--- config.mk ---
export PLATFORM = sky130hd
export DESIGN_NAME = assembly_keyword_number_lexer_flat
export DESIGN_NICKNAME = d
export VERILOG_FILES = /design/src/rtl/core/alk_pkg.sv /design/src/rtl/core/alk_char_if.sv /design/src/rtl/core/alk_tok_if.sv /design/src/rtl/core/assembly_keyword_number_lexer.sv /design/src/rtl/core/alk_kw_match.sv /design/src/rtl/core/alk_scan.sv /design/src/rtl/core/alk_tok_fifo.sv /design/src/flat_wrapper.sv
export SDC_FILE = /design/constraint.sdc
export NUM_CORES = 1
export LEC_CHECK = 0
export BUFFER_PORTS_ARGS = -buffer_cell sky130_fd_sc_hd__buf_2
export CAP_MARGIN = 25
export CORE_MARGIN = 2
export CORE_UTILIZATION = 45
export DETAILED_ROUTE_END_ITERATION = 6
export GPL_TIMING_DRIVEN = 0
export PLACE_DENSITY = 0.58
export SLEW_MARGIN = 20
export SYNTH_ARGS = -nofsm -noshare
export SYNTH_HDL_FRONTEND = slang
export SYNTH_SLANG_ARGS = --single-unit
export TNS_END_PERCENT = 20
--- constraint.sdc ---
create_clock -name clk_i -period 8 [get_ports clk_i]
set_input_delay 0.4 -clock clk_i [delete_from_list [all_inputs] [get_ports clk_i]]
set_output_delay 0.4 -clock clk_i [all_outputs]
set_load 0.1 [all_outputs]
--- src/rtl/core/alk_pkg.sv ---
`timescale 1ns / 1ps
`default_nettype none

package alk_pkg;

  // Defaults for the top-level parameters.
  localparam int unsigned VALUE_BITS_DEF     = 32;
  localparam int unsigned MAX_WORD_CHARS_DEF = 6;

  // Fixed field widths of the token channel.
  localparam int unsigned KIND_W  = 5;
  localparam int unsigned OUT_W   = 32;
  localparam int unsigned COORD_W = 16;
  localparam logic [COORD_W-1:0] COORD_MAX = '1;

  // Token kinds.
  localparam logic [KIND_W-1:0] KIND_UNKNOWN = 5'd0;
  localparam logic [KIND_W-1:0] KIND_INTEGER = 5'd24;

  // Character classes.
  localparam logic [7:0] CH_NEWLINE = 8'h0A;
  localparam logic [7:0] CH_DIG_LO  = 8'h30;
  localparam logic [7:0] CH_DIG_HI  = 8'h39;
  localparam logic [7:0] CH_UC_LO   = 8'h41;
  localparam logic [7:0] CH_UC_HI   = 8'h5A;
  localparam logic [7:0] CH_LC_LO   = 8'h61;
  localparam logic [7:0] CH_LC_HI   = 8'h7A;

  // Token result buffer depth (a power of two, at least two).
  localparam int unsigned TOK_FIFO_DEPTH = 4;

  // Mnemonic table: text padded with spaces, first character in the top byte.
  localparam int unsigned KW_NUM   = 23;
  localparam int unsigned KW_CHARS = 6;

  localparam logic [8*KW_CHARS-1:0] KW_TEXT [KW_NUM] = '{
    "nop   ", "push  ", "pop   ", "dup   ", "indup ", "swap  ", "inswap",
    "add   ", "sub   ", "mul   ", "div   ", "mod   ", "cmpe  ", "cmpne ",
    "cmpg  ", "cmpl  ", "cmpge ", "cmple ", "jmp   ", "zjmp  ", "nzjmp ",
    "print ", "halt  "
  };

  localparam logic [2:0] KW_LEN [KW_NUM] = '{
    3'd3, 3'd4, 3'd3, 3'd3, 3'd5, 3'd4, 3'd6,
    3'd3, 3'd3, 3'd3, 3'd3, 3'd3, 3'd4, 3'd5,
    3'd4, 3'd4, 3'd5, 3'd5, 3'd3, 3'd4, 3'd5,
    3'd5, 3'd4
  };

  // Scanner state, one-hot.
  typedef enum logic [2:0] {
    MODE_IDLE   = 3'b001,
    MODE_WORD   = 3'b010,
    MODE_NUMBER = 3'b100
  } scan_mode_e;

  // One token as it leaves the block.
  typedef struct packed {
    logic [KIND_W-1:0]  kind;
    logic [OUT_W-1:0]   value;
    logic               overflow;
    logic [COORD_W-1:0] line;
    logic [COORD_W-1:0] column;
    logic               last;
  } tok_t;

  // Up to two tokens handed from the scanner to the result buffer per cycle.
  typedef struct packed {
    logic vld_a;
    logic vld_b;
    tok_t a;
    tok_t b;
  } tok_push_t;

endpackage

`default_nettype wire

--- src/rtl/core/alk_char_if.sv ---
`timescale 1ns / 1ps
`default_nettype none

// Character request channel.
interface alk_char_if;
  logic       valid;
  logic       ready;
  logic [7:0] char_code;
  logic       end_of_input;

  modport source (output valid, output char_code, output end_of_input, input ready);
  modport sink   (input valid, input char_code, input end_of_input, output ready);
endinterface

`default_nettype wire

--- src/rtl/core/alk_tok_if.sv ---
`timescale 1ns / 1ps
`default_nettype none

// Token request channel.
interface alk_tok_if;
  logic        valid;
  logic        ready;
  logic [4:0]  token_kind;
  logic [31:0] int_value;
  logic        int_overflow;
  logic [15:0] token_line;
  logic [15:0] token_column;
  logic        last_of_run;

  modport source (output valid, output token_kind, output int_value, output int_overflow,
                  output token_line, output token_column, output last_of_run,
                  input ready);
  modport sink   (input valid, input token_kind, input int_value, input int_overflow,
                  input token_line, input token_column, input last_of_run,
                  output ready);
endinterface

`default_nettype wire

--- src/rtl/core/assembly_keyword_number_lexer.sv ---
`timescale 1ns / 1ps
`default_nettype none

// Channel  Dir  Handshake        Payload
// char_i   in   valid / ready    char_code[7:0], end_of_input
// tok_o    out  valid / ready    token_kind[4:0], int_value[31:0], int_overflow,
//                                token_line[15:0], token_column[15:0], last_of_run
//
// One character is taken every cycle while the buffer has room; it waits in the
// input register. The scanner closes up to two tokens per character into a
// four-entry result buffer, so a token is offered once its closing character has
// left the input register and been written into the buffer.
// Input is held off only while the input register is full and the buffer has
// fewer than two free entries.
// Reset is asynchronous and active low; it empties the buffer and sets line and
// column to one. No clearing pass is needed after reset.

module assembly_keyword_number_lexer
  import alk_pkg::*;
#(
  parameter int unsigned VALUE_BITS     = VALUE_BITS_DEF,
  parameter int unsigned MAX_WORD_CHARS = MAX_WORD_CHARS_DEF
) (
  input  wire logic clk_i,
  input  wire logic rst_ni,
  alk_char_if.sink  char_i,
  alk_tok_if.source tok_o
);

  tok_push_t push;
  logic      room;

  alk_scan #(
    .VALUE_BITS     (VALUE_BITS),
    .MAX_WORD_CHARS (MAX_WORD_CHARS)
  ) u_scan (
    .clk_i  (clk_i),
    .rst_ni (rst_ni),
    .char_i (char_i),
    .room_i (room),
    .push_o (push)
  );

  alk_tok_fifo u_fifo (
    .clk_i  (clk_i),
    .rst_ni (rst_ni),
    .push_i (push),
    .room_o (room),
    .tok_o  (tok_o)
  );

endmodule

`default_nettype wire

--- src/rtl/core/alk_kw_match.sv ---
`timescale 1ns / 1ps
`default_nettype none

// Matches a collected word against the mnemonic table.
module alk_kw_match
  import alk_pkg::*;
#(
  parameter int unsigned MAX_WORD_CHARS = MAX_WORD_CHARS_DEF,
  localparam int unsigned LEN_W = $clog2(MAX_WORD_CHARS + 1)
) (
  input  wire logic [7:0]        chars_i [KW_CHARS],
  input  wire logic [LEN_W-1:0]  len_i,
  input  wire logic              too_long_i,
  output logic      [KIND_W-1:0] kind_o
);

  // Each mnemonic is compared in parallel; only its own length is checked.
  always_comb begin
    logic hit;
    kind_o = KIND_UNKNOWN;
    for (int k = 0; k < KW_NUM; k++) begin
      hit = (len_i == LEN_W'(KW_LEN[k]));
      for (int i = 0; i < KW_CHARS; i++) begin
        if ((3'(i) < KW_LEN[k]) &&
            (chars_i[i] != KW_TEXT[k][8*(KW_CHARS-1-i) +: 8])) begin
          hit = 1'b0;
        end
      end
      if (hit) begin
        kind_o = KIND_W'(k + 1);
      end
    end
    if (too_long_i) begin
      kind_o = KIND_UNKNOWN;
    end
  end

endmodule

`default_nettype wire

--- src/rtl/core/alk_scan.sv ---
`timescale 1ns / 1ps
`default_nettype none

// Input register and scanner: classifies one character per cycle while room_i is high and builds tokens.
module alk_scan
  import alk_pkg::*;
#(
  parameter int unsigned VALUE_BITS     = VALUE_BITS_DEF,
  parameter int unsigned MAX_WORD_CHARS = MAX_WORD_CHARS_DEF
) (
  input  wire logic  clk_i,
  input  wire logic  rst_ni,
  alk_char_if.sink   char_i,
  input  wire logic  room_i,
  output tok_push_t  push_o
);

  localparam int unsigned LEN_W  = $clog2(MAX_WORD_CHARS + 1);
  localparam int unsigned IDX_W  = $clog2(MAX_WORD_CHARS);
  localparam int unsigned PROD_W = VALUE_BITS + 4;

  // Input register.
  logic       vld_q;
  logic [7:0] c_q;
  logic       eoi_q;
  logic       fire;

  // Scanner state.
  scan_mode_e             mode_q, mode_d;
  logic [7:0]             words_q [MAX_WORD_CHARS];
  logic [7:0]             words_d [MAX_WORD_CHARS];
  logic [LEN_W-1:0]       len_q, len_d;
  logic                   tl_q, tl_d;
  logic [VALUE_BITS-1:0]  acc_q, acc_d;
  logic                   ovf_q, ovf_d;
  logic [COORD_W-1:0]     line_q, line_d;
  logic [COORD_W-1:0]     col_q, col_d;
  logic [COORD_W-1:0]     sl_q, sl_d;
  logic [COORD_W-1:0]     sc_q, sc_d;

  logic              letter, digit;
  logic              flush1, flush2;
  logic [PROD_W-1:0] prod;
  logic [KIND_W-1:0] kind_old, kind_new;
  tok_t              tok1, tok2;

  assign fire         = vld_q && room_i;
  assign char_i.ready = !vld_q || fire;

  always_ff @(posedge clk_i or negedge rst_ni) begin
    if (!rst_ni) begin
      vld_q <= 1'b0;
    end else if (char_i.ready) begin
      vld_q <= char_i.valid;
    end
  end

  always_ff @(posedge clk_i) begin
    if (char_i.valid && char_i.ready) begin
      c_q   <= char_i.char_code;
      eoi_q <= char_i.end_of_input;
    end
  end

  // Character classes.
  assign letter = ((c_q >= CH_UC_LO) && (c_q <= CH_UC_HI)) ||
                  ((c_q >= CH_LC_LO) && (c_q <= CH_LC_HI));
  assign digit  = (c_q >= CH_DIG_LO) && (c_q <= CH_DIG_HI);

  // Next scanner state for the character in the input register.
  always_comb begin
    mode_d  = mode_q;
    words_d = words_q;
    len_d   = len_q;
    tl_d    = tl_q;
    acc_d   = acc_q;
    ovf_d   = ovf_q;
    sl_d    = sl_q;
    sc_d    = sc_q;
    flush1  = 1'b0;
    prod    = '0;

    if (letter) begin
      if (mode_q != MODE_WORD) begin
        flush1 = (mode_q != MODE_IDLE);
        mode_d = MODE_WORD;
        len_d  = '0;
        tl_d   = 1'b0;
        acc_d  = '0;
        ovf_d  = 1'b0;
        sl_d   = line_q;
        sc_d   = col_q;
      end
      if (len_d < LEN_W'(MAX_WORD_CHARS)) begin
        words_d[len_d[IDX_W-1:0]] = c_q;
        len_d = len_d + 1'b1;
      end else begin
        tl_d = 1'b1;
      end
    end else if (digit) begin
      if (mode_q != MODE_NUMBER) begin
        flush1 = (mode_q != MODE_IDLE);
        mode_d = MODE_NUMBER;
        len_d  = '0;
        tl_d   = 1'b0;
        acc_d  = '0;
        ovf_d  = 1'b0;
        sl_d   = line_q;
        sc_d   = col_q;
      end
      // Times ten by shift and add; the top four bits show overflow.
      prod = (PROD_W'(acc_d) << 3) + (PROD_W'(acc_d) << 1) + PROD_W'(c_q - CH_DIG_LO);
      if (ovf_d || (prod[PROD_W-1 -: 4] != 4'd0)) begin
        acc_d = '1;
        ovf_d = 1'b1;
      end else begin
        acc_d = prod[VALUE_BITS-1:0];
      end
    end else begin
      flush1 = (mode_q != MODE_IDLE);
      mode_d = MODE_IDLE;
    end

    // End of input closes whatever is pending after this character.
    flush2 = eoi_q && (mode_d != MODE_IDLE);
    if (eoi_q) begin
      mode_d = MODE_IDLE;
    end
  end

  // Line and column counters, saturating.
  always_comb begin
    line_d = line_q;
    col_d  = col_q;
    if (c_q == CH_NEWLINE) begin
      if (line_q != COORD_MAX) begin
        line_d = line_q + 1'b1;
      end
      col_d = COORD_W'(1);
    end else if (col_q != COORD_MAX) begin
      col_d = col_q + 1'b1;
    end
  end

  // Keyword lookup for the word being closed and for the word left open.
  alk_kw_match #(
    .MAX_WORD_CHARS (MAX_WORD_CHARS)
  ) u_match_old (
    .chars_i    (words_q[0:KW_CHARS-1]),
    .len_i      (len_q),
    .too_long_i (tl_q),
    .kind_o     (kind_old)
  );

  alk_kw_match #(
    .MAX_WORD_CHARS (MAX_WORD_CHARS)
  ) u_match_new (
    .chars_i    (words_d[0:KW_CHARS-1]),
    .len_i      (len_d),
    .too_long_i (tl_d),
    .kind_o     (kind_new)
  );

  // Token closed by this character, built from the state before it.
  always_comb begin
    tok1        = '0;
    tok1.line   = sl_q;
    tok1.column = sc_q;
    tok1.last   = !flush2;
    unique case (mode_q)
      MODE_WORD: begin
        tok1.kind = kind_old;
      end
      MODE_NUMBER: begin
        tok1.kind     = KIND_INTEGER;
        tok1.value    = OUT_W'(acc_q);
        tok1.overflow = ovf_q;
      end
      default: begin
        tok1.kind = KIND_UNKNOWN;
      end
    endcase
  end

  // Token closed by end of input, built from the state after this character.
  always_comb begin
    tok2        = '0;
    tok2.line   = sl_d;
    tok2.column = sc_d;
    tok2.last   = 1'b1;
    if (letter) begin
      tok2.kind = kind_new;
    end else begin
      tok2.kind     = KIND_INTEGER;
      tok2.value    = OUT_W'(acc_d);
      tok2.overflow = ovf_d;
    end
  end

  // Older token first.
  always_comb begin
    push_o.vld_a = fire && (flush1 || flush2);
    push_o.vld_b = fire && flush1 && flush2;
    push_o.a     = flush1 ? tok1 : tok2;
    push_o.b     = tok2;
  end

  // State registers.
  always_ff @(posedge clk_i or negedge rst_ni) begin
    if (!rst_ni) begin
      mode_q <= MODE_IDLE;
      len_q  <= '0;
      tl_q   <= 1'b0;
      acc_q  <= '0;
      ovf_q  <= 1'b0;
      line_q <= COORD_W'(1);
      col_q  <= COORD_W'(1);
      sl_q   <= COORD_W'(1);
      sc_q   <= COORD_W'(1);
    end else if (fire) begin
      mode_q <= mode_d;
      len_q  <= len_d;
      tl_q   <= tl_d;
      acc_q  <= acc_d;
      ovf_q  <= ovf_d;
      line_q <= line_d;
      col_q  <= col_d;
      sl_q   <= sl_d;
      sc_q   <= sc_d;
    end
  end

  // Word characters hold no reset value.
  always_ff @(posedge clk_i) begin
    if (fire) begin
      words_q <= words_d;
    end
  end

  // A second token only comes with end of input, behind a first one.
  a_two_tokens_eoi: assert property (@(posedge clk_i) disable iff (!rst_ni)
    push_o.vld_b |-> (push_o.vld_a && eoi_q))
    else $error("second token without end of input");

  // After end of input nothing stays pending.
  a_eoi_idle: assert property (@(posedge clk_i) disable iff (!rst_ni)
    (fire && eoi_q) |=> (mode_q == MODE_IDLE))
    else $error("token pending after end of input");

  // Line counter starts at one and never wraps.
  a_line_nonzero: assert property (@(posedge clk_i) disable iff (!rst_ni)
    line_q != '0)
    else $error("line counter wrapped");

endmodule

`default_nettype wire

--- src/rtl/core/alk_tok_fifo.sv ---
`timescale 1ns / 1ps
`default_nettype none

// Token result buffer: takes up to two tokens a cycle, gives one a cycle while the sink is ready.
module alk_tok_fifo
  import alk_pkg::*;
(
  input  wire logic      clk_i,
  input  wire logic      rst_ni,
  input  wire tok_push_t push_i,
  output logic           room_o,
  alk_tok_if.source      tok_o
);

  localparam int unsigned PTR_W = $clog2(TOK_FIFO_DEPTH);
  localparam int unsigned CNT_W = $clog2(TOK_FIFO_DEPTH + 1);

  tok_t             mem_q [TOK_FIFO_DEPTH];
  logic [PTR_W-1:0] wr_ptr_q, rd_ptr_q;
  logic [CNT_W-1:0] count_q;
  logic             pop;
  logic [CNT_W-1:0] n_push;
  tok_t             head;

  assign pop    = tok_o.valid && tok_o.ready;
  assign n_push = CNT_W'(push_i.vld_a) + CNT_W'(push_i.vld_b);
  assign room_o = count_q <= CNT_W'(TOK_FIFO_DEPTH - 2);

  // Pointers and fill count.
  always_ff @(posedge clk_i or negedge rst_ni) begin
    if (!rst_ni) begin
      wr_ptr_q <= '0;
      rd_ptr_q <= '0;
      count_q  <= '0;
    end else begin
      wr_ptr_q <= wr_ptr_q + PTR_W'(n_push);
      rd_ptr_q <= rd_ptr_q + PTR_W'(pop);
      count_q  <= count_q + n_push - CNT_W'(pop);
    end
  end

  // Storage.
  always_ff @(posedge clk_i) begin
    if (push_i.vld_a) begin
      mem_q[wr_ptr_q] <= push_i.a;
    end
    if (push_i.vld_b) begin
      mem_q[wr_ptr_q + 1'b1] <= push_i.b;
    end
  end

  // Head of the buffer drives the channel.
  assign head               = mem_q[rd_ptr_q];
  assign tok_o.valid        = count_q != '0;
  assign tok_o.token_kind   = head.kind;
  assign tok_o.int_value    = head.value;
  assign tok_o.int_overflow = head.overflow;
  assign tok_o.token_line   = head.line;
  assign tok_o.token_column = head.column;
  assign tok_o.last_of_run  = head.last;

  a_count_bound: assert property (@(posedge clk_i) disable iff (!rst_ni)
    count_q <= CNT_W'(TOK_FIFO_DEPTH))
    else $error("token buffer overfilled");

  a_push_room: assert property (@(posedge clk_i) disable iff (!rst_ni)
    push_i.vld_a |-> (count_q <= CNT_W'(TOK_FIFO_DEPTH - 2)))
    else $error("token pushed without room for two");

  a_push_shows: assert property (@(posedge clk_i) disable iff (!rst_ni)
    ((count_q == '0) && push_i.vld_a) |=> tok_o.valid)
    else $error("pushed token not presented");

endmodule

`default_nettype wire
--- src/flat_wrapper.sv ---
// flat-port wrapper written by rule: the top's interface ports become plain ports
module assembly_keyword_number_lexer_flat import alk_pkg::*;
#(
  parameter int unsigned VALUE_BITS     = VALUE_BITS_DEF,
  parameter int unsigned MAX_WORD_CHARS = MAX_WORD_CHARS_DEF
)
  (clk_i, rst_ni, char_i_valid, char_i_char_code, char_i_end_of_input, char_i_ready, tok_o_valid, tok_o_token_kind, tok_o_int_value, tok_o_int_overflow, tok_o_token_line, tok_o_token_column, tok_o_last_of_run, tok_o_ready);
  alk_char_if char_i_i ();
  alk_tok_if tok_o_i ();
  input  wire logic clk_i;
  input  wire logic rst_ni;
  input wire logic [$bits(char_i_i.valid)-1:0] char_i_valid;
  input wire logic [$bits(char_i_i.char_code)-1:0] char_i_char_code;
  input wire logic [$bits(char_i_i.end_of_input)-1:0] char_i_end_of_input;
  output wire logic [$bits(char_i_i.ready)-1:0] char_i_ready;
  output wire logic [$bits(tok_o_i.valid)-1:0] tok_o_valid;
  output wire logic [$bits(tok_o_i.token_kind)-1:0] tok_o_token_kind;
  output wire logic [$bits(tok_o_i.int_value)-1:0] tok_o_int_value;
  output wire logic [$bits(tok_o_i.int_overflow)-1:0] tok_o_int_overflow;
  output wire logic [$bits(tok_o_i.token_line)-1:0] tok_o_token_line;
  output wire logic [$bits(tok_o_i.token_column)-1:0] tok_o_token_column;
  output wire logic [$bits(tok_o_i.last_of_run)-1:0] tok_o_last_of_run;
  input wire logic [$bits(tok_o_i.ready)-1:0] tok_o_ready;
  assign char_i_i.valid = char_i_valid;
  assign char_i_i.char_code = char_i_char_code;
  assign char_i_i.end_of_input = char_i_end_of_input;
  assign char_i_ready = char_i_i.ready;
  assign tok_o_valid = tok_o_i.valid;
  assign tok_o_token_kind = tok_o_i.token_kind;
  assign tok_o_int_value = tok_o_i.int_value;
  assign tok_o_int_overflow = tok_o_i.int_overflow;
  assign tok_o_token_line = tok_o_i.token_line;
  assign tok_o_token_column = tok_o_i.token_column;
  assign tok_o_last_of_run = tok_o_i.last_of_run;
  assign tok_o_i.ready = tok_o_ready;
  assembly_keyword_number_lexer #(.VALUE_BITS(VALUE_BITS), .MAX_WORD_CHARS(MAX_WORD_CHARS)) u_core (.clk_i(clk_i), .rst_ni(rst_ni), .char_i(char_i_i), .tok_o(tok_o_i));
endmodule
### Yosys cells after proc, flatten, opt, wreduce, memory -nomap -nowiden

Memory sizes are Yosys's and may differ from the RTL's.
Index checks and enable logic that the tools add are counted.

| operators by class | value |
|---|---|
| add/subtract/negate cells | 12 |
| magnitude comparators | 10 |
| equal/unequal tests | 111 |
| mux-type cells | 260 |
| bitwise gates (word level) | 1 |
| reductions and logical operators | 22 |

Operators by type and width:

| operator | count |
|---|---|
| != test 8 x 7 -> 1 bit (second input constant) | 94 |
| two-way mux 5 bit | 47 |
| two-way mux 32 bit | 7 |
| two-way mux 1 bit | 176 |
| two-way mux 16 bit | 10 |
| two-way mux 48 bit | 2 |
| two-way mux 71 bit | 1 |
| two-way mux 33 bit | 2 |
| bitwise mux 48 bit | 1 |
| adder 35 x 33 -> 36 bit | 1 |
| adder 36 bit | 1 |
| two-way mux 3 bit | 11 |
| adder 16 x 1 -> 16 bit (second input constant) | 2 |
| != test 16 bit (second input constant) | 2 |
| demux 8 bit (select 3 bit) | 1 |
| equality test 3 bit (second input constant) | 7 |
| >= comparator 8 x 7 -> 1 bit (second input constant) | 2 |
| less-or-equal comparator 8 x 7 -> 1 bit (second input constant) | 2 |
| logical AND 1 bit | 11 |
| one-hot mux 5 bit (2 select lines) | 1 |
| equality test 3 x 2 -> 1 bit (second input constant) | 3 |
| subtractor 8 x 6 -> 9 bit (second input constant) | 1 |
| equality test 8 x 4 -> 1 bit (second input constant) | 1 |
| >= comparator 8 x 6 -> 1 bit (second input constant) | 1 |
| other kinds (24) | 29 |

| storage, ports and cells | value |
|---|---|
| register bits | 169 |
| bits in writable memories | 284 |
| bits of input ports | 13 |
| output and inout port bits | 73 |
| word-level logic and storage cells | 438 |
| memories kept | 1 |

Memories:

| name | words | bits a word | rd ports | clocked after memory_dff | wr ports | line | source |
|---|---|---|---|---|---|---|---|
| u_core.u_fifo.mem_q | 4 | 71 | 1 | 0 | 2 | alk_tok_fifo.sv:18 | `tok_t mem_q [TOK_FIFO_DEPTH];` |

### Longest topological paths before layout

Gate-level depths: netlist (run 1).

| logic depth | value |
|---|---|
| depth after elaboration | 42 |
| mapped depth | 19 |

### Hierarchy

From an unflattened synthesis (run 1), not the netlist that was laid out.

| second synthesis, totals | value |
|---|---|
| cell total of the unflattened synthesis | 2273 |
| area, all modules | 27757.9 sq um |

By module, submodules not included:

| module | instances | cells each | area each (sq um) | sequential area each (sq um) |
|---|---|---|---|---|
| alk_tok_fifo | 1 | 726 | 14367.5 | 8703.3 |
| alk_scan | 1 | 1282 | 11517.3 | 4345.4 |
| alk_kw_match (u_core.u_scan.u_match_old) | 1 | 132 | 948.4 | 0.0 |
| alk_kw_match (u_core.u_scan.u_match_new) | 1 | 133 | 924.6 | 0.0 |

### Worst setup path after synthesis (run 1)

Ideal clock, no wire load.

| timing | value |
|---|---|
| path type | reg-to-reg |
| start | reg u_core.u_scan.c_q[4] |
| end | mem u_core.u_fifo.mem_q[0][33] (netlist bit) (data pin) |
| library setup time | 172 ps |
| arrival | 6839 ps |
| slack | 990 ps |
| stages on the path, launching flop included | 16 |
| buffers on the path | 2 |
| cell sequence | edfxtp_1 > ha_1 > clkbuf_1 > nor3_1 > fa_1 > ha_1 > a21o_1 > a2111oi_0 > a21boi_0 > o41ai_2 > a21oi_1 > nor4_1 > o32ai_2 > clkbuf_1 > o211ai_1 > o22ai_1 |

RTL lines:

| element | line | source |
|---|---|---|
| start: declaration | alk_scan.sv:24 | `logic [7:0] c_q;` |
| start signal: assignment | alk_scan.sv:60 | `c_q <= char_i.char_code;` |
| end: declaration | alk_tok_fifo.sv:18 |  |

==> results of run 1 <==
## cell usage in the layout, fill, tap and decap left out, drive strengths merged, types with 7 or more instances in the layout
| cell | count |
|---|---|
| edfxtp | 337 |
| nand2 | 197 |
| clkbuf | 190 |
| nor2 | 169 |
| o22ai | 156 |
| buf | 155 |
| a22o | 129 |
| dfrtp | 107 |
| a21oi | 89 |
| nand3 | 78 |
| inv | 75 |
| o21ai | 72 |
| mux4 | 71 |
| mux2 | 56 |
| ha | 51 |
| nor3 | 50 |
| a21o | 45 |
| nor4 | 42 |
| fa | 32 |
| nand4 | 30 |
| xnor2 | 29 |
| nand2b | 26 |
| nor2b | 25 |
| xor2 | 25 |
| and3 | 19 |
| a211oi | 17 |
| and2 | 15 |
| a31oi | 15 |
| or3 | 14 |
| mux2i | 13 |
| or2 | 13 |
| o21a | 11 |
| o211ai | 9 |
| o31ai | 9 |
| o22a | 9 |
| dlygate4sd3 | 7 |
| nor4bb | 7 |
| nor3b | 7 |
| clkinv | 7 |
| a2111oi | 7 |
## report_power, final
part / switching [mW] / internal [mW]
Sequential: 0.239 / 3.00
Clock: 0.972 / 1.39
Combinational: 3.51 / 1.10
Total: 4.72 / 5.49
## through the flow
step	utilization [%]	setup TNS, ns
after floorplan	-	0
after global placement	47.97	-219.71
after detailed placement	48.45	0
after CTS	51.48	0
after global routing	51.59	0
final	51.59	0
## layer usage
layer	wire, um	part of all wire, %	GRT usage [%]	up-vias
li1	-	-	-	9374
met1	37260	43	39.66	10610
met2	41330	47	47.74	846
met3	6011	6.9	4.289	148
met4	2833	3.2	9.287	0
met5	0	0	0	-
## cells by family (layout without fill, tap and decap cells)
logic type	count (synthesis)	in the layout	synth area share [%]
flops	453	453	49.48
xor+xnor	54	54	1.799
fa+ha+maj	83	83	4.863
compound gates	638	638	17.34
simple gates	726	726	13.90
buf+inv	238	440	3.645
mux	140	140	8.975
## flip-flops by register name (all words and copies together) (netlist names)
signal / count
u_core.u_fifo.mem_q: 284
u_core.u_scan.words_q: 48
u_core.u_scan.acc_q: 32
u_core.u_scan.col_q: 16
u_core.u_scan.line_q: 16
u_core.u_scan.sc_q: 16
u_core.u_scan.sl_q: 16
u_core.u_scan.c_q: 8
u_core.u_fifo.count_q: 3
u_core.u_scan.len_q: 3
u_core.u_scan.mode_q: 3
u_core.u_fifo.rd_ptr_q: 2
u_core.u_fifo.wr_ptr_q: 2
u_core.u_scan.eoi_q: 1
u_core.u_scan.ovf_q: 1
u_core.u_scan.tl_q: 1
u_core.u_scan.vld_q: 1
## final timing paths
kind	start	end	slack [ns]	cells past startpoint
worst max-delay path	u_core.u_scan.c_q[4]	u_core.u_fifo.mem_q[2][33]	1.32	16
worst min-delay path	char_i_valid	u_core.u_scan.vld_q	0.05	2
worst max register to register	u_core.u_scan.c_q[4]	u_core.u_fifo.mem_q[2][33]	1.32	16
worst min register to register	u_core.u_fifo.mem_q[0][0]	u_core.u_fifo.mem_q[0][0]	0.48	1
max in group asynchronous	rst_ni	u_core.u_scan.sc_q[0]	6.92	3
min in group asynchronous	rst_ni	u_core.u_scan.sl_q[7]	0.31	2
## layout make-up
cell class	instances	area [um2]	area share (%)
Buffer	164	685.7	2.304
Clock buffer	79	1500	5.040
Clock inverter	14	181.4	0.6095
Inverter	74	277.8	0.9332
Multi-Input combinational cell	1641	12370	41.57
Sequential cell	453	13010	43.70
Tap cell	765	957.2	3.216
Timing Repair Buffer	109	782.0	2.627
==> flow_summary.yaml, run 1 <==
status:
  status: "finished, violations left"
  violations: "design-rule violations"
timing:
  relSlewSlack_pct: 27.96
  fin_crit_sh_pct: 83.54
  setup_viol: 0
  rsz0062_at_grt: "no"
  min_period_ns: 6.683
  fmax_mhz: 149.6
  hold_violations: 0
  slew_viol_final: 0
  tightest_slew_ns: 1.081
  holdWs_ns: 0.04581
  fin_skew_ns: 0.01926
  worst_slack_ns: 1.317
clock_network:
  clockBufferDepth: 3
  cts_root_buf: "clkbuf_16"
  path_clk_slew_ns: 0.06
  cts_inserted_buffers: 50
  hold_buffers: 7
  clkSinkCount: 453
  worstSkewPairLatency_ns: 0.60
  cts_setup_buffers: 0
  cts_tree: "yes"
  cts_resized: 0
  cts_max_level: 2
placement:
  preCtsSetupSlack_ns: 1.366
  dp.cells: 3194
  dp_hpwl_mm: 63.12
  place_congestion: 0.9621
  portBuffers: 85
  post_dp_cell_area_um2: 27950
die:
  core_area_um2: 57700
  initial_utilization_pct: 45.57
  fp-row-count: 88
  io_pins: 86
  die_x_um: 245.7
  die_area_um2: 60380
  dieHeight_um: 245.7
synthesis:
  synthTopCellsByArea: "edfxtp_1, dfrtp_1, mux4_2, a22o_1, o22ai_1"
  synthCells: 2332
  synthesis.nets: 2428
  synthFlopType: "edfxtp_1"
  synth_top_area_share_pct: 38.49
  synth.most_common_cell: "edfxtp_1"
  yosysSeqAreaShare_pct: 49.48
  ys_ff_latch: 453
  netlist_top_cells_count: "edfxtp_1, nand2_1, nor2_1, o22ai_1, a22o_1"
  ys_warn_count: 0
  async_flop_share_pct: 24.72
  synth_edf_count: 337
  synthesis.area_um2: 26290
  synth_top_cell_by_area: "edfxtp_1"
  synth.distinct_cells: 104
  avgSynthCellArea_um2: 11.27
global_route:
  overflow: 0
  antenna_found_initial: 0
  track_usage_pct: 29.05
  grt_pass1_wl_mm: 131.8
  grt_pass1_vias: 20810
  grt_max_degree: 69
finish:
  diodes: 0
  stdcell_area_um2: 29760
  fillers: 5232
  finalNonFillerCells: 3299
  area_growth_pct: 13.21
  final_nets: 2589
  drive_above_1_share_pct: 15.75
detailed_routing:
  wl_mm: 87.44
  vias: 20970
  dr.pass1.iters: 7
  wire_per_inst_um: 26.50
  via_per_inst: 6.358
  drc_errors: 1
  drt_iter0_drc: 1910
  ant_nets: 0
pwr:
  p_per_area_nw_per_um2: 343.0
  power_mw: 10.21
  p_leak_nw: 11.55
  ir_worst_vdd_v: 0.0002871
critical_path:
  startpoint_type: "register"
  path_class: "register to register"
  arrival_ns: 7.11
  worst_path_max_delay_cell: "edfxtp_1"
  path_cells: "ha_1 > clkbuf_1 > nor3_2 > buf_6 > fa_1 > ha_1 > a21o_1 > a2111oi_0 > a21boi_0 > o41ai_2 > a21oi_1 > nor4_1 > o32ai_2 > clkbuf_1 > o211ai_1 > o22ai_1"
  worstPathRequired_ns: 8.43
  max_stage_delay_ns: 0.69
  crit_path_end_kind: "register"
  cp_max_fo: 11
  crit_family: "compound AO/OA/AOI/OAI gates"
  path_buf_inv: 3
hold_path:
  hp-class: "input port to register"
run:
  drv_cap: 0
(Power assumes the default switching activity.)
==> run 2: changes to the inputs <==
PLACE_DENSITY = 0.6   (was 0.58)
clock period = 5.9 ns   (was 8 ns; I/O delays follow)
==> run 2 against run 1 <==
Against the previous run:
- the run now ends clean
- critical path depth increased by 1
- worst hold slack better by 0.043 ns
- die area is the same
- sequential share of layout area fell by 0.18 points
- utilization grew 0.21 points
- highest routed layer unchanged
==> flow_summary.yaml, run 2 (same netlist as run 1, synthesis figures left out) <==
critical_path:
  worstPathRequired_ns: 6.37
  startpoint_type: "register"
  cp_max_fo: 10
  crit_path_end_kind: "register"
  path_class: "register to register"
  arrival_ns: 6.21
detailed_routing:
  dr.pass1.iters: 6
  via_per_inst: 6.413
  drc_errors: 0
  wire_per_inst_um: 26.71
  vias: 21190
  wl_mm: 88.25
  ant_nets: 0
  drt_iter0_drc: 1888
finish:
  stdcell_area_um2: 29880
  diodes: 0
  layout_common_cells: "edfxtp_1, nand2_1, nor2_1, o22ai_1, a22o_1"
  top_regs: "u_core.u_fifo.mem_q x284, u_core.u_scan.words_q x48, u_core.u_scan.acc_q x32"
  top_register: "u_core.u_fifo.mem_q"
  final_nets: 2597
  area_growth_pct: 13.66
  largest_reg_flops: 284
  finalNonFillerCells: 3304
  drive_above_1_share_pct: 16.15
  final_common_cell: "edfxtp_1"
global_route:
  antenna_found_initial: 1
  grt_pass1_vias: 20990
  track_usage_pct: 29.14
  grt_pass1_wl_mm: 132.4
  grt_max_degree: 61
  overflow: 0
clock_network:
  cts_root_buf: "clkbuf_16"
  cts_max_level: 2
  clockBufferDepth: 3
  cts_tree: "yes"
  cts_inserted_buffers: 49
  path_clk_slew_ns: 0.06
  clkSinkCount: 453
  worstSkewPairLatency_ns: 0.64
placement:
  post_dp_cell_area_um2: 27990
  place_congestion: 0.9514
  portBuffers: 85
  dp_hpwl_mm: 62.63
  dp.cells: 3196
die:
  dieHeight_um: 245.7
  fp-row-count: 88
  die_area_um2: 60380
  die_x_um: 245.7
  core_area_um2: 57700
  io_pins: 86
  initial_utilization_pct: 45.57
timing:
  relSlewSlack_pct: 26.04
  fin_skew_ns: 0.05302
  setup_viol: 0
  tightest_slew_ns: 1.101
  slew_viol_final: 0
  hold_violations: 0
  min_period_ns: 5.741
  rsz0062_at_grt: "yes"
  fmax_mhz: 174.2
  fin_crit_sh_pct: 97.31
hold_path:
  hp-class: "input port to register"
run:
  drv_cap: 0
status:
  status: "finished, final reports clean"
pwr:
  swShare_pct: 46.57
  p_leak_nw: 11.58
  p_per_area_nw_per_um2: 463.4
  intPower_mw: 7.399
  pwr-share-seq_pct: 31.6
  power_mw: 13.85
  power.switching_mw: 6.449
  ir_worst_vdd_v: 0.0004462
  comb_power_share_pct: 45.6
  clkPwrFrac_pct: 22.8
==> run 2: repair_timing <==
item,4_1_cts,5_1_grt
endpoints found under the hold margin,62,0
pin swaps,0,0
setup buffers,3,0
hold buffers,11,0
gates resized for setup,8,15
gates cloned,0,0
setup endpoints to repair,162,155
==> run 2: layer usage <==
layer  track usage, %  share of wire [%]  vias to the layer above
li1                 -                  -                     9394
met1            39.12                 41                    10610
met2            46.53                 47                      984
met3            5.075                7.5                      202
met4            12.62                4.6                        0
met5                0                  0                        -
==> run 2: worst max-delay path: stages (launching register included) <==
cell	delay, ns
dfrtp_1	0.49
nor3b_4	0.40
buf_4	0.23
clkbuf_2	0.28
nand2_1	0.18
inv_1	0.18
fa_1	0.46
ha_1	0.35
a21o_1	0.19
a2111oi_0	0.37
a21boi_0	0.36
o41ai_2	0.20
a21oi_2	0.31
nor4_2	0.10
o32ai_4	0.54
buf_2	0.40
o211ai_1	0.25
o22ai_1	0.26
==> run 2: cell type report <==
type | instances | area (um2)
Buffer | 164 | 691.9
Inverter | 74 | 279.0
Clock inverter | 24 | 306.5
Fill cell | 5205 | 27810
Sequential cell | 453 | 13010
Timing Repair Buffer | 118 | 885.9
Multi-Input combinational cell | 1641 | 12430
Clock buffer | 65 | 1326
Tap cell | 765 | 957.2
==> run 2: through the flow <==
| stage | setup WS, ns | util, % | hold WS, ns | TNS, ns |
|---|---|---|---|---|
| floorplan | 0.01797 | - | -0.0005911 | 0 |
| global placement | -1.984 | 47.98 | 0.4527 | -812.24 |
| detailed placement | -0.6129 | 48.52 | 0.2684 | -54.16 |
| CTS | 0.07024 | 51.64 | 0.07103 | 0 |
| global route | -0.01726 | 51.80 | 0.09472 | -0.03069 |
| finish | 0.1586 | 51.80 | 0.08901 | 0 |
==> run 2: path summary, 6_finish.rpt <==
kind	slack [ns]	startpoint	depth (start not counted)	end
max	0.16	u_core.u_scan.mode_q[1]	17	u_core.u_fifo.mem_q[3][33]
min	0.09	tok_o_ready	3	u_core.u_fifo.rd_ptr_q[0]
max reg2reg	0.16	u_core.u_scan.mode_q[1]	17	u_core.u_fifo.mem_q[3][33]
min reg2reg	0.47	u_core.u_fifo.mem_q[0][0]	1	u_core.u_fifo.mem_q[0][0]
max in group asynchronous	4.95	rst_ni	3	u_core.u_scan.sc_q[0]
min in group asynchronous	0.19	rst_ni	2	u_core.u_scan.sl_q[11]
==> run 2: power groups by stage <==
stage | clock [mW] | combinational, mW | sequential [mW]
after floorplan | 0 | 4.56 | 4.37
after global placement | 0 | 6.07 | 4.49
after detailed placement | 0 | 6.21 | 4.44
after CTS | 3.20 | 6.25 | 4.37
after global routing | 3.32 | 6.62 | 4.43
final | 3.16 | 6.31 | 4.38
==> run 3: changes to the inputs <==
HOLD_SLACK_MARGIN = 0.05   (was unset)
RECOVER_POWER = 100   (was unset)
clock period = 5.2 ns   (was 5.9 ns; I/O delays follow)
==> run 3 against run 2 <==
Against the previous run:
- the flow now finishes with violations (max-capacitance violations, max-slew violations)
- clock skew fell by 0.0099 ns
- combinational power rose by 13%
- sequential power rose by 14%
- worst hold slack improved by 0.28 ns
- sequential cell count did not move
- clock-buffer cell count fell by 3
- die area did not move
- worst setup slack got worse by 0.0095 ns
- first-iteration DRC count fell by 5.8%
- sequential share of layout area fell by 0.090 points
- maximum frequency rose by 14%
- critical endpoint is now u_core.u_fifo.mem_q[0][69]
- largest power group unchanged
==> flow_summary.yaml, run 3 (same netlist as run 1, synthesis figures left out) <==
detailed_routing:
  drc_errors: 0
  ant_nets: 0
  wire_per_inst_um: 26.48
  via_per_inst: 6.372
  drt_iter0_drc: 1778
  dr.pass1.iters: 5
  wl_mm: 87.81
  vias: 21130
critical_path:
  cp-endpoint: "u_core.u_fifo.mem_q[0][69]"
  cp_max_fo: 10
  r2r_start: "u_core.u_scan.c_q[5]"
  path_buf_inv: 4
  max_stage_delay_ns: 0.74
  arrival_ns: 5.40
  worstReg2RegEnd: "u_core.u_fifo.mem_q[0][69]"
  startpoint: "u_core.u_scan.c_q[5]"
  startpoint_type: "register"
  path_cells: "clkbuf_4 > clkinvlp_4 > ha_1 > nand4b_1 > o221ai_2 > a221oi_4 > buf_2 > buf_2 > nor4_1 > o22ai_1 > nor2_1 > a311oi_1 > nor3_1 > a211oi_1 > nand2_1"
  crit_family: "compound AO/OA/AOI/OAI gates"
  path_class: "register to register"
  worst_path_max_delay_cell: "a311oi_1"
  crit_cells: 15
  cpMostUsedCell: "buf_2"
  ff2ff_setup_slack_ns: 0.15
  crit_path_end_kind: "register"
  rr_worst_depth: 15
  worstPathRequired_ns: 5.55
finish:
  finalNonFillerCells: 3316
  stdcell_area_um2: 29950
  final_common_cell: "edfxtp_1"
  layout_common_cells: "edfxtp_1, clkbuf_1, nand2_1, o22ai_1, nor2_1"
  area_growth_pct: 13.91
  diodes: 0
  largest_reg_flops: 284
  top_regs: "u_core.u_fifo.mem_q x284, u_core.u_scan.words_q x48, u_core.u_scan.acc_q x32"
  top_register: "u_core.u_fifo.mem_q"
  drive_above_1_share_pct: 14.66
  final_nets: 2606
  fin_util_pct: 51.91
timing:
  relSlewSlack_pct: -49.26
  fin_crit_sh_pct: 97.13
  min_period_ns: 5.051
  setup_viol: 0
  slew_viol_final: 115
  fin_skew_ns: 0.04311
  tightest_slew_ns: 2.239
  fmax_mhz: 198.0
  worst_slack_ns: 0.1492
  hold_violations: 0
hold_path:
  hp-class: "input port to register"
die:
  core_area_um2: 57700
  die_area_um2: 60380
  io_pins: 86
  dieHeight_um: 245.7
  die_x_um: 245.7
  fp-row-count: 88
  initial_utilization_pct: 45.57
clock_network:
  cts_inserted_buffers: 49
  cts_root_buf: "clkbuf_16"
  worstSkewPairLatency_ns: 0.63
  path_clk_slew_ns: 0.06
  cts_max_level: 2
  clockBufferDepth: 3
  clkSinkCount: 453
  cts_tree: "yes"
placement:
  post_dp_cell_area_um2: 28090
  dp.cells: 3194
  place_congestion: 0.9735
  portBuffers: 85
  preCtsSetupSlack_ns: -0.8167
  dp_hpwl_mm: 62.98
status:
  violations: "max-capacitance violations, max-slew violations"
  status: "finished, violations left"
global_route:
  antenna_found_initial: 2
  grt_pass1_wl_mm: 131.8
  track_usage_pct: 29.09
  grt_pass1_vias: 21080
  overflow: 0
  grt_max_degree: 78
run:
  drv_cap: 2
pwr:
  p_per_area_nw_per_um2: 521.8
  ir_worst_vdd_v: 0.0004373
  p_leak_nw: 11.41
-- run 3: worst min-delay path by stage --
stage                        start                        to  slack (ns)  cells past startpoint
6_report       char_i_char_code[2]      u_core.u_scan.c_q[2]        0.37                      2
5_1_grt        char_i_char_code[2]      u_core.u_scan.c_q[2]        0.36                      2
4_1_cts                     rst_ni     u_core.u_scan.sl_q[3]        0.09                      2
3_5_place_dp                rst_ni     u_core.u_scan.sl_q[3]        0.16                      1
3_3_place_gp   char_i_char_code[2]      u_core.u_scan.c_q[2]        0.44                      1
2_1_floorplan               rst_ni  u_core.u_fifo.count_q[0]       -0.04                      0
-- run 3: final cells by class --
class	count	area, um2
fillers	5206	27750
flip-flops and latches	453	13010
multi-input cells	1641	12550
clock buffers	62	1305
well taps	765	957.2
repair buffers	129	817.0
plain buffers	162	704.4
clock inverters	30	324.1
inverters	74	284.0
-- run 3: repair_timing --
action	4_1_cts	5_1_grt
pin swaps	4	4
hold endpoints to repair	121	0
resized for setup	14	33
hold buffers	12	0
buffers inserted	10	5
endpoints found under the setup margin	295	179
-- run 3: power by group --
| part | internal, mW | total [mW] | switching (mW) |
|---|---|---|---|
| clock | 2.00 | 3.56 | 1.55 |
| combinational | 1.65 | 7.10 | 5.45 |
| sequential | 4.62 | 4.98 | 0.353 |
| total | 8.27 | 15.6 | 7.36 |
-- run 3: through the flow --
step           setup TNS, ns  hold WS, ns  power (mW)
3_3_place_gp         -961.76       0.4374       11.98
2_1_floorplan              0     -0.03559       10.15
3_5_place_dp         -134.17       0.1565       12.08
4_1_cts                    0      0.08618       15.69
5_1_grt           -0.0005103       0.3583       16.23
6_report                   0       0.3652       15.63
-- run 3: layer usage --
metal  vias to the layer above  GRT usage, %  wire length [um]
li1                       9430             -                 -
met1                     10690         39.01             36980
met2                       809         47.08             41500
met3                       206         4.016              5104
met4                         0         13.03              4232
met5                         -             0                 0
-- run 3: worst register-to-register path: stages (launching register included) --
cell and delay [ns]:
edfxtp_1 0.46, clkbuf_4 0.30, clkinvlp_4 0.20, ha_1 0.24, nand4b_1 0.13, o221ai_2 0.15
a221oi_4 0.64, buf_2 0.43, buf_2 0.35, nor4_1 0.10, o22ai_1 0.29, nor2_1 0.16
a311oi_1 0.74, nor3_1 0.11, a211oi_1 0.36, nand2_1 0.15
